--- src/rtl/button_debounce_press_classifier_unit_macros.svh ---
// Assertion macros shared by the button debounce and press classifier RTL.
// No dependencies; included by the modules that carry concurrent checks.
`ifndef BUTTON_DEBOUNCE_PRESS_CLASSIFIER_UNIT_MACROS_SVH
`define BUTTON_DEBOUNCE_PRESS_CLASSIFIER_UNIT_MACROS_SVH

`ifndef NO_ASSERTIONS
// Checked only outside reset.
`define BDPC_ASSERT(lbl, clk, rst, prop, msg) \
  lbl: assert property (@(posedge clk) disable iff (rst) prop) else $error(msg);
// Checked on every edge, reset included.
`define BDPC_ASSERT_ALWAYS(lbl, clk, prop, msg) \
  lbl: assert property (@(posedge clk) prop) else $error(msg);
`else
`define BDPC_ASSERT(lbl, clk, rst, prop, msg)
`define BDPC_ASSERT_ALWAYS(lbl, clk, prop, msg)
`endif

`endif

--- src/rtl/bdpc_pkg.sv ---
// Shared types, constants and helpers of the button debounce and press classifier.
// No dependencies; used by every module of the block.
package bdpc_pkg;

  localparam int BUTTONS = 8;
  localparam int BTN_AW  = (BUTTONS > 1) ? $clog2(BUTTONS) : 1;
  localparam int BTN_W   = 3;
  localparam int HIST_W  = 32;
  localparam int CNT_W   = 16;
  localparam int DLEN_W  = 6;
  localparam int EN_W    = 7;
  localparam int EV_W    = 3;
  localparam int CFG_IW  = 3;
  localparam int CFG_DW  = 16;
  localparam logic [CNT_W-1:0] CNT_MAX = '1;

  typedef enum logic [EV_W-1:0] {
    EV_NONE        = 3'd0,
    EV_SHORT       = 3'd1,
    EV_LONG        = 3'd2,
    EV_VLONG       = 3'd3,
    EV_REPEAT      = 3'd4,
    EV_REL_SHORT   = 3'd5,
    EV_REL_LONG    = 3'd6,
    EV_REL_VLONG   = 3'd7
  } event_t;

  typedef enum logic [CFG_IW-1:0] {
    CFG_DEBOUNCE_LEN   = 3'd0,
    CFG_SHORT_COUNT    = 3'd1,
    CFG_LONG_COUNT     = 3'd2,
    CFG_LONGLONG_COUNT = 3'd3,
    CFG_REPEAT_START   = 3'd4,
    CFG_REPEAT_PERIOD  = 3'd5,
    CFG_EVENT_ENABLE   = 3'd6
  } cfg_idx_t;

  typedef struct packed {
    logic [DLEN_W-1:0] debounce_len;
    logic [CNT_W-1:0]  short_count;
    logic [CNT_W-1:0]  long_count;
    logic [CNT_W-1:0]  longlong_count;
    logic [CNT_W-1:0]  repeat_start;
    logic [CNT_W-1:0]  repeat_period;
    logic [EN_W-1:0]   event_enable;
  } cfg_t;

  typedef struct packed {
    logic [HIST_W-1:0] history;
    logic [CNT_W-1:0]  hold;
    logic [CNT_W-1:0]  phase;
  } entry_t;

  typedef struct packed {
    event_t           ev;
    logic             pressed;
    logic [CNT_W-1:0] hold;
  } result_t;

  // Debounce window: the newest n samples, n clamped to 1..32.
  function automatic logic [HIST_W-1:0] window_mask(input logic [DLEN_W-1:0] len);
    logic [DLEN_W-1:0] n;
    n = (len == '0) ? DLEN_W'(1) : len;
    return ~({HIST_W{1'b1}} << n);
  endfunction

endpackage

--- src/rtl/button_debounce_press_classifier_unit.sv ---
// Button debounce and press classifier. Each input beat carries one poll
// sample (button index, raw level); each output beat carries the event code,
// the button index, the debounced state and the hold count after that sample.
// The block takes one sample per clock cycle while the output side keeps
// tready high. The button's state entry is first read from a memory with a
// registered read port, then evaluated and written back while the result
// lands in the output register.
// Two samples of the same button in consecutive cycles are handled by
// forwarding the last written entry, so no bubble is needed. The only stall
// comes from the output side holding tready low. All state reads as zero
// after reset; no clearing pass is run. Configuration is written through the
// cfg port (always ready) and must only change while the block is idle.
// Depends on bdpc_pkg, bdpc_cfg_regs, bdpc_state_mem and bdpc_eval.
`include "button_debounce_press_classifier_unit_macros.svh"
module button_debounce_press_classifier_unit (
  input  logic                         clk,
  input  logic                         rst,
  // Input sample stream.
  input  logic                         s_tvalid,
  output logic                         s_tready,
  input  logic [7:0]                   s_tdata,   // [2:0] button, [3] level, [7:4] zero
  // Result stream.
  output logic                         m_tvalid,
  input  logic                         m_tready,
  output logic [23:0]                  m_tdata,   // [2:0] event_res, [5:3] event_button,
                                                  // [6] pressed, [22:7] hold_polls, [23] zero
  // Configuration write channel.
  input  logic                         cfg_valid,
  output logic                         cfg_ready,
  input  logic [bdpc_pkg::CFG_IW-1:0]  cfg_index,
  input  logic [bdpc_pkg::CFG_DW-1:0]  cfg_data
);

  bdpc_pkg::cfg_t                 cfg;
  bdpc_pkg::entry_t               mem_rd;
  bdpc_pkg::entry_t               cur;
  bdpc_pkg::entry_t               nxt;
  bdpc_pkg::result_t              res;

  // Stage 1: sample whose entry is being read back.
  logic                           s1_valid;
  logic [bdpc_pkg::BTN_W-1:0]     s1_button;
  logic                           s1_level;
  logic                           s1_in_range;
  logic                           s1_advance;
  logic                           in_accept;
  logic                           mem_we;

  // Last write, kept for forwarding.
  logic                           wb_valid;
  logic [bdpc_pkg::BTN_AW-1:0]    wb_addr;
  bdpc_pkg::entry_t               wb_data;

  // Output register.
  logic                           out_valid;
  bdpc_pkg::event_t               out_event;
  logic [bdpc_pkg::BTN_W-1:0]     out_button;
  logic                           out_pressed;
  logic [bdpc_pkg::CNT_W-1:0]     out_hold;
  logic                           out_rel_event;

  bdpc_cfg_regs u_cfg (
    .clk       (clk),
    .rst       (rst),
    .cfg_valid (cfg_valid),
    .cfg_ready (cfg_ready),
    .cfg_index (cfg_index),
    .cfg_data  (cfg_data),
    .cfg       (cfg)
  );

  // Stage 1 moves on whenever the output register is free or being drained.
  assign s1_advance  = !out_valid || m_tready;
  assign s_tready    = !s1_valid || s1_advance;
  assign in_accept   = s_tvalid && s_tready;
  assign s1_in_range = 32'(s1_button) < bdpc_pkg::BUTTONS;
  assign mem_we      = s1_valid && s1_advance && s1_in_range;

  bdpc_state_mem u_mem (
    .clk     (clk),
    .rst     (rst),
    .rd_en   (in_accept),
    .rd_addr (s_tdata[bdpc_pkg::BTN_AW-1:0]),
    .rd_data (mem_rd),
    .wr_en   (mem_we),
    .wr_addr (s1_button[bdpc_pkg::BTN_AW-1:0]),
    .wr_data (nxt)
  );

  // The last write is always the newest copy of its entry, so a match on its
  // address may take it in place of the memory read.
  assign cur = (wb_valid && wb_addr == s1_button[bdpc_pkg::BTN_AW-1:0]) ? wb_data : mem_rd;

  bdpc_eval u_eval (
    .cfg   (cfg),
    .cur   (cur),
    .level (s1_level),
    .nxt   (nxt),
    .res   (res)
  );

  always_ff @(posedge clk) begin
    if (rst) begin
      s1_valid  <= 1'b0;
      wb_valid  <= 1'b0;
      out_valid <= 1'b0;
    end else begin
      if (s_tready) begin
        s1_valid <= s_tvalid;
      end
      if (mem_we) begin
        wb_valid <= 1'b1;
      end
      if (s1_advance) begin
        out_valid <= s1_valid;
      end
    end
  end

  always_ff @(posedge clk) begin
    if (in_accept) begin
      s1_button <= s_tdata[2:0];
      s1_level  <= s_tdata[3];
    end
    if (mem_we) begin
      wb_addr <= s1_button[bdpc_pkg::BTN_AW-1:0];
      wb_data <= nxt;
    end
    if (s1_valid && s1_advance) begin
      out_button <= s1_button;
      // A button outside the table leaves no trace and reports no event, not pressed, zero hold.
      if (s1_in_range) begin
        out_event   <= res.ev;
        out_pressed <= res.pressed;
        out_hold    <= res.hold;
      end else begin
        out_event   <= bdpc_pkg::EV_NONE;
        out_pressed <= 1'b0;
        out_hold    <= '0;
      end
    end
  end

  assign m_tvalid = out_valid;
  assign m_tdata  = {1'b0, out_hold, out_pressed, out_button, bdpc_pkg::EV_W'(out_event)};

  // A released button can only report nothing or one of the release classes.
  assign out_rel_event = out_event == bdpc_pkg::EV_NONE
                      || out_event == bdpc_pkg::EV_REL_SHORT
                      || out_event == bdpc_pkg::EV_REL_LONG
                      || out_event == bdpc_pkg::EV_REL_VLONG;

  `BDPC_ASSERT_ALWAYS(a_rst_out, clk, rst |=> !out_valid, "output valid right after reset")
  `BDPC_ASSERT(a_rel_class, clk, rst, out_valid && !out_pressed |-> out_rel_event, "press event while released")
  `BDPC_ASSERT(a_rel_hold, clk, rst, out_valid && !out_pressed |-> (out_hold == '0), "hold count kept while released")
  `BDPC_ASSERT(a_press_hold, clk, rst, out_valid && out_pressed |-> (out_hold != '0), "pressed with zero hold count")

endmodule

--- src/rtl/bdpc_cfg_regs.sv ---
// Configuration register file of the button debounce and press classifier.
// Depends on bdpc_pkg.
module bdpc_cfg_regs (
  input  logic                          clk,
  input  logic                          rst,
  input  logic                          cfg_valid,
  output logic                          cfg_ready,
  input  logic [bdpc_pkg::CFG_IW-1:0]   cfg_index,
  input  logic [bdpc_pkg::CFG_DW-1:0]   cfg_data,
  output bdpc_pkg::cfg_t                cfg
);

  assign cfg_ready = 1'b1;

  always_ff @(posedge clk) begin
    if (rst) begin
      cfg.debounce_len   <= bdpc_pkg::DLEN_W'(4);
      cfg.short_count    <= bdpc_pkg::CNT_W'(5);
      cfg.long_count     <= bdpc_pkg::CNT_W'(100);
      cfg.longlong_count <= bdpc_pkg::CNT_W'(300);
      cfg.repeat_start   <= '0;
      cfg.repeat_period  <= bdpc_pkg::CNT_W'(10);
      cfg.event_enable   <= '0;
    end else if (cfg_valid) begin
      unique case (bdpc_pkg::cfg_idx_t'(cfg_index))
        bdpc_pkg::CFG_DEBOUNCE_LEN:   cfg.debounce_len   <= cfg_data[bdpc_pkg::DLEN_W-1:0];
        bdpc_pkg::CFG_SHORT_COUNT:    cfg.short_count    <= cfg_data;
        bdpc_pkg::CFG_LONG_COUNT:     cfg.long_count     <= cfg_data;
        bdpc_pkg::CFG_LONGLONG_COUNT: cfg.longlong_count <= cfg_data;
        bdpc_pkg::CFG_REPEAT_START:   cfg.repeat_start   <= cfg_data;
        bdpc_pkg::CFG_REPEAT_PERIOD:  cfg.repeat_period  <= cfg_data;
        bdpc_pkg::CFG_EVENT_ENABLE:   cfg.event_enable   <= cfg_data[bdpc_pkg::EN_W-1:0];
        default: ;
      endcase
    end
  end

endmodule

--- src/rtl/bdpc_state_mem.sv ---
// Per-button state memory: one entry of history, hold count and repeat phase.
// Depends on bdpc_pkg; entries read as zero until first written after reset.
`include "button_debounce_press_classifier_unit_macros.svh"
module bdpc_state_mem (
  input  logic                         clk,
  input  logic                         rst,
  input  logic                         rd_en,
  input  logic [bdpc_pkg::BTN_AW-1:0]  rd_addr,
  output bdpc_pkg::entry_t             rd_data,
  input  logic                         wr_en,
  input  logic [bdpc_pkg::BTN_AW-1:0]  wr_addr,
  input  bdpc_pkg::entry_t             wr_data
);

  bdpc_pkg::entry_t               mem [bdpc_pkg::BUTTONS];
  logic [bdpc_pkg::BUTTONS-1:0]   vld;
  bdpc_pkg::entry_t               rd_raw;
  logic                           rd_vld;

  always_ff @(posedge clk) begin
    if (wr_en) begin
      mem[wr_addr] <= wr_data;
    end
    if (rd_en) begin
      rd_raw <= mem[rd_addr];
    end
  end

  // Valid bits stand in for clearing the array at reset.
  always_ff @(posedge clk) begin
    if (rst) begin
      vld    <= '0;
      rd_vld <= 1'b0;
    end else begin
      if (wr_en) begin
        vld[wr_addr] <= 1'b1;
      end
      if (rd_en) begin
        rd_vld <= vld[rd_addr];
      end
    end
  end

  assign rd_data = rd_vld ? rd_raw : '0;

  `BDPC_ASSERT(a_vld_set, clk, rst, wr_en |=> vld[$past(wr_addr)], "written entry not marked valid")
  `BDPC_ASSERT_ALWAYS(a_vld_clr, clk, rst |=> (vld == '0), "valid bits survive reset")
  `BDPC_ASSERT(a_rd_zero, clk, rst, !rd_vld |-> (rd_data == '0), "unwritten entry reads nonzero")

endmodule

--- src/rtl/bdpc_eval.sv ---
// Per-sample evaluation: debounce, hold counting, press, repeat and release events.
// Depends on bdpc_pkg; purely combinational.
module bdpc_eval (
  input  bdpc_pkg::cfg_t     cfg,
  input  bdpc_pkg::entry_t   cur,
  input  logic               level,
  output bdpc_pkg::entry_t   nxt,
  output bdpc_pkg::result_t  res
);

  logic [bdpc_pkg::HIST_W-1:0] hist;
  logic [bdpc_pkg::HIST_W-1:0] mask;
  logic [bdpc_pkg::CNT_W-1:0]  sc;
  logic [bdpc_pkg::CNT_W-1:0]  per;
  logic [bdpc_pkg::CNT_W-1:0]  hold_n;
  logic [bdpc_pkg::CNT_W:0]    ph;
  logic                        pr;
  logic                        stepped;
  logic                        rep;
  bdpc_pkg::event_t            ev;

  always_comb begin
    hist    = {cur.history[bdpc_pkg::HIST_W-2:0], level};
    mask    = bdpc_pkg::window_mask(cfg.debounce_len);
    pr      = (hist & mask) == mask;
    sc      = (cfg.short_count == '0) ? bdpc_pkg::CNT_W'(1) : cfg.short_count;
    per     = (cfg.repeat_period == '0) ? bdpc_pkg::CNT_W'(1) : cfg.repeat_period;
    stepped = 1'b0;
    rep     = 1'b0;
    ph      = '0;
    ev      = bdpc_pkg::EV_NONE;
    hold_n  = '0;
    nxt     = '0;
    nxt.history = hist;

    if (pr) begin
      stepped = cur.hold != bdpc_pkg::CNT_MAX;
      hold_n  = stepped ? cur.hold + bdpc_pkg::CNT_W'(1) : cur.hold;
      // Repeat phase runs once the hold passes the start point.
      if (cfg.repeat_start != '0 && hold_n > cfg.repeat_start) begin
        ph = {1'b0, cur.phase} + (bdpc_pkg::CNT_W+1)'(1);
        if (ph >= {1'b0, per}) begin
          ph  = '0;
          rep = 1'b1;
        end
      end
      priority if (stepped && cfg.longlong_count != '0 && hold_n == cfg.longlong_count) begin
        ev = bdpc_pkg::EV_VLONG;
      end else if (stepped && cfg.long_count != '0 && hold_n == cfg.long_count) begin
        ev = bdpc_pkg::EV_LONG;
      end else if (stepped && hold_n == sc) begin
        ev = bdpc_pkg::EV_SHORT;
      end else if (rep) begin
        ev = bdpc_pkg::EV_REPEAT;
      end else begin
        ev = bdpc_pkg::EV_NONE;
      end
      nxt.hold  = hold_n;
      nxt.phase = ph[bdpc_pkg::CNT_W-1:0];
    end else begin
      priority if (cfg.longlong_count != '0 && cur.hold >= cfg.longlong_count) begin
        ev = bdpc_pkg::EV_REL_VLONG;
      end else if (cfg.long_count != '0 && cur.hold >= cfg.long_count) begin
        ev = bdpc_pkg::EV_REL_LONG;
      end else if (cur.hold >= sc) begin
        ev = bdpc_pkg::EV_REL_SHORT;
      end else begin
        ev = bdpc_pkg::EV_NONE;
      end
    end

    if (ev != bdpc_pkg::EV_NONE
        && !cfg.event_enable[bdpc_pkg::EV_W'(ev) - bdpc_pkg::EV_W'(1)]) begin
      ev = bdpc_pkg::EV_NONE;
    end

    res.ev      = ev;
    res.pressed = pr;
    res.hold    = hold_n;
  end

endmodule

--- config.mk ---
export PLATFORM = sky130hd
export DESIGN_NAME = button_debounce_press_classifier_unit
export DESIGN_NICKNAME = d
export VERILOG_FILES = /design/src/rtl/bdpc_pkg.sv /design/src/rtl/button_debounce_press_classifier_unit.sv /design/src/rtl/bdpc_cfg_regs.sv /design/src/rtl/bdpc_state_mem.sv /design/src/rtl/bdpc_eval.sv
export VERILOG_INCLUDE_DIRS = /design/src /design/src/rtl
export SDC_FILE = /design/constraint.sdc
export NUM_CORES = 1
export LEC_CHECK = 0
export BUFFER_PORTS_ARGS = -buffer_cell sky130_fd_sc_hd__buf_4
export CAP_MARGIN = 20
export CORE_ASPECT_RATIO = 1.25
export CORE_MARGIN = 8
export CORE_UTILIZATION = 55
export CTS_CLUSTER_DIAMETER = 120
export CTS_CLUSTER_SIZE = 40
export DETAILED_ROUTE_END_ITERATION = 10
export MAX_ROUTING_LAYER = met4
export PLACE_DENSITY = 0.74
export SETUP_SLACK_MARGIN = 0.4
export SLEW_MARGIN = 40
export SYNTH_ARGS = -nofsm -noshare
export SYNTH_HDL_FRONTEND = slang
export SYNTH_HIERARCHICAL = 1
export SYNTH_SLANG_ARGS = --single-unit
--- constraint.sdc ---
create_clock -name clk -period 10.3 [get_ports clk]
set_clock_uncertainty 0.15 [all_clocks]
set_input_delay 0.515 -clock clk [delete_from_list [all_inputs] [get_ports clk]]
set_output_delay 0.515 -clock clk [all_outputs]
set_load 0.05 [all_outputs]
# Word-level counts from Yosys, hierarchy flattened
# Memories as Yosys holds them, arrays and structs flattened. A register that Yosys moved wholly into a read port is not among the register bits.
# Cells that the tools add are included.
dict set report word_totals {
  register_bits 195
  latch_bits 0
  ram_bits 512
  mem_bits_ro 0
  in_bits 32
  out_inout_bits 27
  elab_cells 111
  memories 1
}
dict set report op_classes {
  add_sub_neg 3
  mul 0
  div_mod_pow 0
  order_cmp 9
  eq_ne 12
  shifts 1
  n_mux 28
  n_bitwise 3
  reduce_logical 33
}
# memory depth word_bits read_ports rd_ports_with_merged_regs wr line_no
set mem_list {}
lappend mem_list {u_mem.mem 8 64 1 1 1 bdpc_state_mem.sv:15} ;# bdpc_pkg::entry_t mem [bdpc_pkg::BUTTONS];
# op count
set ops {}
lappend ops {{$mux 63} 2}
lappend ops {{$mux 16} 5}
lappend ops {{$eq 16x16->1} 3}
lappend ops {{$ge 16x16->1} 3}
lappend ops {{$reduce_bool 16->1} 3}
lappend ops {{$and 32x32->32} 1}
lappend ops {{$eq 32x32->1} 1}
lappend ops {{$logic_not 16->1} 2}
lappend ops {{$mux 32} 1}
lappend ops {{$not 32->32} 1}
lappend ops {{$shl 32x6->32 const A} 1}
lappend ops {{$mux 3} 8}
lappend ops {{$add 16x1->17 const B} 1}
lappend ops {{$ge 17x16->1} 1}
lappend ops {{$add 16x1->16 const B} 1}
lappend ops {{$gt 16x16->1} 1}
lappend ops {{$ne 16x16->1 const B} 1}
lappend ops {{$reduce_and 2->1} 7}
lappend ops {{$logic_and 1x1->1} 13}
lappend ops {{$lt 3x4->1 const B} 3}
lappend ops {{$eq 3x3->1 const B} 3}
lappend ops {{$mux 1} 8}
lappend ops {{$or 8x8->8} 1}
lappend ops {{$bmux 1 s3} 2}
lappend ops {{12 further kinds} 16}

# Logic depth before layout (Yosys ltp)
dict set report depth {
  ltp_word 19
  depth_mapped 22
}

# Modules after synthesis
# Netlist, hierarchy kept.
# module n_inst cells_per_inst area_each_um2 seq_area_each_um2
set by_module_without_submodules {}
lappend by_module_without_submodules {bdpc_state_mem 1 915 21943.5 17476.8}
lappend by_module_without_submodules {bdpc_eval 1 739 5052.3 0.0}
lappend by_module_without_submodules {bdpc_cfg_regs 1 342 3729.8 1861.8}
lappend by_module_without_submodules {button_debounce_press_classifier_unit 1 182 3692.3 2792.7}

# Worst setup path after synthesis
# OpenSTA, ideal clock, no wires.
dict set report synth_timing {
  kind {reg-to-reg}
  startpoint {register out_valid (netlist: m_tvalid)}
  endpoint {memory u_mem/mem[0][0] (netlist name) (enable)}
  t_arrival_ns 9.461
  required_ns 9.480
  path_slack_ns 0.019
  path_stages_with_launch 4
  synth_period_minus_slack_ns 10.281
  path_cell_list {dfxtp_1 nand2b_1 and2_1 nor4b_1}
}
dict set report synth_via {
  elab_chain_cells 5
}
# item line_no
set synth_rtl {}
lappend synth_rtl {{from (decl)} button_debounce_press_classifier_unit.sv:55} ;# logic out_valid;
lappend synth_rtl {{from (signal assigned)} button_debounce_press_classifier_unit.sv:115} ;# out_valid <= s1_valid;
lappend synth_rtl {{$logic_not 1->1} button_debounce_press_classifier_unit.sv:73} ;# assign s1_advance = !out_valid || m_tready;
lappend synth_rtl {{$logic_or 1x1->1} button_debounce_press_classifier_unit.sv:73}
lappend synth_rtl {{$logic_and 1x1->1} button_debounce_press_classifier_unit.sv:77} ;# assign mem_we = s1_valid && s1_advance && s1_in_range;
lappend synth_rtl {{net mem_we} button_debounce_press_classifier_unit.sv:47} ;# logic mem_we;
lappend synth_rtl {{$mux 1} bdpc_state_mem.sv:21} ;# if (wr_en) begin
lappend synth_rtl {{$mux 1 (not written as such)} bdpc_state_mem.sv:22} ;# mem[wr_addr] <= wr_data;
lappend synth_rtl {{to (decl)} bdpc_state_mem.sv:15}
# The timed path passes the listed nets, and every way through them passes these cells.

==> impl_metrics.tcl <==
set metrics [dict create \
    worstPathRequired_ns 10.58 \
    drt_iter0_markers 1379 \
    numCtsBuffers 23 \
    endpoint_kind "flip-flop" \
    r2r_start "s1_button[2]$_DFFE_PP_" \
    rsz0062_at_grt "false" \
    ant_nets 0 \
    antenna_found_initial 0 \
    clk_root_buffer_cell "clkbuf_16" \
    max_freq_mhz 135 \
    grtUsageTotal_pct 22.1 \
    syn-num-nets 2278 \
    drive_gt1_share_pct 18.3 \
    cts_sinks 762 \
    maxCapViolCount 0 \
    die_y_um 294 \
    ys.warnings.count 6 \
    cp_num_cells 18 \
    place_inst 2926 \
    io_pins 59 \
    placement_rows 102 \
    regArea_um2 21800 \
    viasPerCell 6.10 \
    drc 0 \
    hold_viol 0 \
    startpoint_type "flip-flop" \
    period_needed_ns 7.42 \
    cp-startpoint "s1_button[2]$_DFFE_PP_" \
    vdd_drop_max_mv 0.118 \
    worstPathMaxFanout 42 \
    die-area_um2 70200 \
    path_cells "xnor2_1 -> nand4_4 -> buf_4 -> mux2_2 -> ha_1 -> nand4_1 -> nor4_2 -> a2bb2oi_1 -> o211ai_1 -> a2111o_1 -> nor4_1 -> nand3_1 -> a22o_1 -> ha_1 -> mux2_2 -> inv_1 -> mux4_1 -> a221oi_1" \
    clockBufferDepth 3 \
    grt_overflow 0 \
    cts_tree "built" \
    synth_area_um2 34000 \
    postSynthAreaPerCell_um2 15.7 \
    htreeDepth 1 \
    power.density_nw_per_um2 146 \
    routedWlPerCell_um 25.4 \
    cp.arrival_ns 7.70 \
    crit_slowest_cell "nor4_2" \
    grt_pass1_vias 18500 \
    maxSlewViolCount 0 \
    first_pass_iters 5 \
    routed-via-count 18100 \
    syn2layout_area_growth_pct 4.61 \
    fin_cells 2971 \
    routed_wl_um 75400 \
    fillCellCount 4673 \
    netlist_instances 2162 \
    rr_endpoint "out_event[0]$_DFFE_PP_" \
    slew-limit-headroom_pct 42.7 \
    fin_setup_tns_ns 0 \
    grt_pass1_wl_um 115000 \
    final_nets 2238 \
    globalplace.congestion 0.964 \
    crit_family "simple AND/OR/NAND/NOR gates" \
    multi_input_area_um2 11000 \
    r2r_cells 18 \
    ff2ff_setup_slack_ns 2.88 \
    cts_setup_buffers 0 \
    critical_path_class "reg -> reg" \
    hp-class "in -> reg" \
    cpPeakStageDelay_ns 0.85 \
    p_leak_uw 0.0127 \
    clk_pin_slew_ns 0.14 \
    path_buf_inv 2 \
    grt_start_max_net_pins 102 \
    endpoint "out_event[0]$_DFFE_PP_" \
    timing.final.crit_share_pct 72.0 \
    antenna_cells 0 \
    numPortBuffers 52 \
    worst_slew_pin_slew_ns 0.852 \
    core_area_um2 61600 \
    start_util_pct 55.2 \
    dp.final_hpwl_um 47900 \
    clock_latency_ns 0.62 \
    die_w_um 239 \
    outcome "complete, no violations" \
    setup_viol 0 \
]
==> layout make-up <==
type	instances	share of cell area [%]
Sequential cell	762	61.3
Multi-Input combinational cell	1149	30.9
Tap cell	832	2.92
Timing Repair Buffer	86	1.92
Clock buffer	39	1.79
Inverter	100	1.05
Clock inverter	3	0.119
==> repair_timing <==
item / CTS / global route
setup endpoints to repair: 0 / 0
hold buffers: 3 / 0
hold endpoints to repair: 3 / 0
gates resized for setup: 0 / 0
==> layer usage <==
layer / track usage, % / wire length (µm) / vias to the layer above
met5: - / 0 / -
met4: 5.19 / 1760 / 0
met3: 2.61 / 3710 / 91
met2: 36.8 / 37300 / 475
met1: 29.2 / 32700 / 9424
li1: - / - / 8119
==> per-stage QoR <==
| stage | power, µW | hold slack [ns] | instance area, µm² | setup WS (ns) | util (%) |
|---|---|---|---|---|---|
| 6_report | 5190 | 0.0319 | 35600 | 2.88 | 57.8 |
| 5_1_grt | 5350 | 0.0245 | 35600 | 2.50 | 57.8 |
| 4_1_cts | 5220 | 0.00987 | 35600 | 2.92 | 57.8 |
| 3_5_place_dp | 3960 | 0.317 | 34900 | 2.98 | 56.6 |
| 3_3_place_gp | 3950 | 0.299 | 34800 | 3.05 | 56.5 |
| 2_1_floorplan | 3830 | 0.290 | 34000 | 0.633 | - |
==> state kept, by name (all words and copies together) (netlist names) <==
signal,flops
s1_level,1
out_event,3
m_tvalid,1
s1_button,3
out_button,3
out_pressed,1
out_hold,16
s1_valid,1
u_mem/vld,8
u_mem/rd_raw,63
wb_valid,1
u_mem/mem,504
u_cfg/cfg,93
u_mem/rd_vld,1
wb_data,63
==> report_power, final <==
group | leakage [µW] | total, µW | switching [µW] | internal, µW
Clock | 0.000323 | 1290 | 854 | 439
Combinational | 0.00524 | 462 | 270 | 191
Sequential | 0.00717 | 3430 | 32.0 | 3400
Total | 0.0127 | 5190 | 1160 | 4030
==> tightest hold or removal path, stage by stage <==
cell     delay [ns]
buf_4          0.07
inv_1          0.06
a21oi_1        0.12
==> cell usage in the layout, fill, tap and decap left out, types with 5 or more instances in the layout <==
cell,count
edfxtp_1,657
mux4_2,128
mux2_2,123
nand2b_1,110
dfxtp_1,104
mux2i_1,104
inv_1,100
ha_1,84
nor2_1,77
buf_4,76
and2_1,68
xnor2_1,40
nand2_1,39
a21oi_1,38
o21ai_0,37
and3_1,26
nand3_1,25
nand4_1,24
clkbuf_16,23
nor4_1,22
a21o_1,19
clkbuf_1,16
nor2b_1,15
nor3_1,13
xor2_1,11
a211oi_1,11
and4_1,8
a31oi_1,7
o21a_1,7
a221oi_1,7
buf_6,6
o2111ai_1,6
mux2_1,5
==> worst min path at each step <==
stage                              startpoint                        end  slack (ns)  cells after the start
detailed placement  u_mem/vld[5]$_SDFFE_PP0P_  u_mem/vld[5]$_SDFFE_PP0P_        0.32                      2
global route                         s_tvalid      s1_valid$_SDFFE_PP0P_        0.02                      3
floorplan           u_mem/vld[0]$_SDFFE_PP0P_  u_mem/vld[0]$_SDFFE_PP0P_        0.29                      2
CTS                                  s_tvalid      s1_valid$_SDFFE_PP0P_        0.01                      3
finish                               s_tvalid      s1_valid$_SDFFE_PP0P_        0.03                      3
global placement    u_mem/vld[6]$_SDFFE_PP0P_  u_mem/vld[6]$_SDFFE_PP0P_        0.30                      2
(Power assumes the default switching activity.)
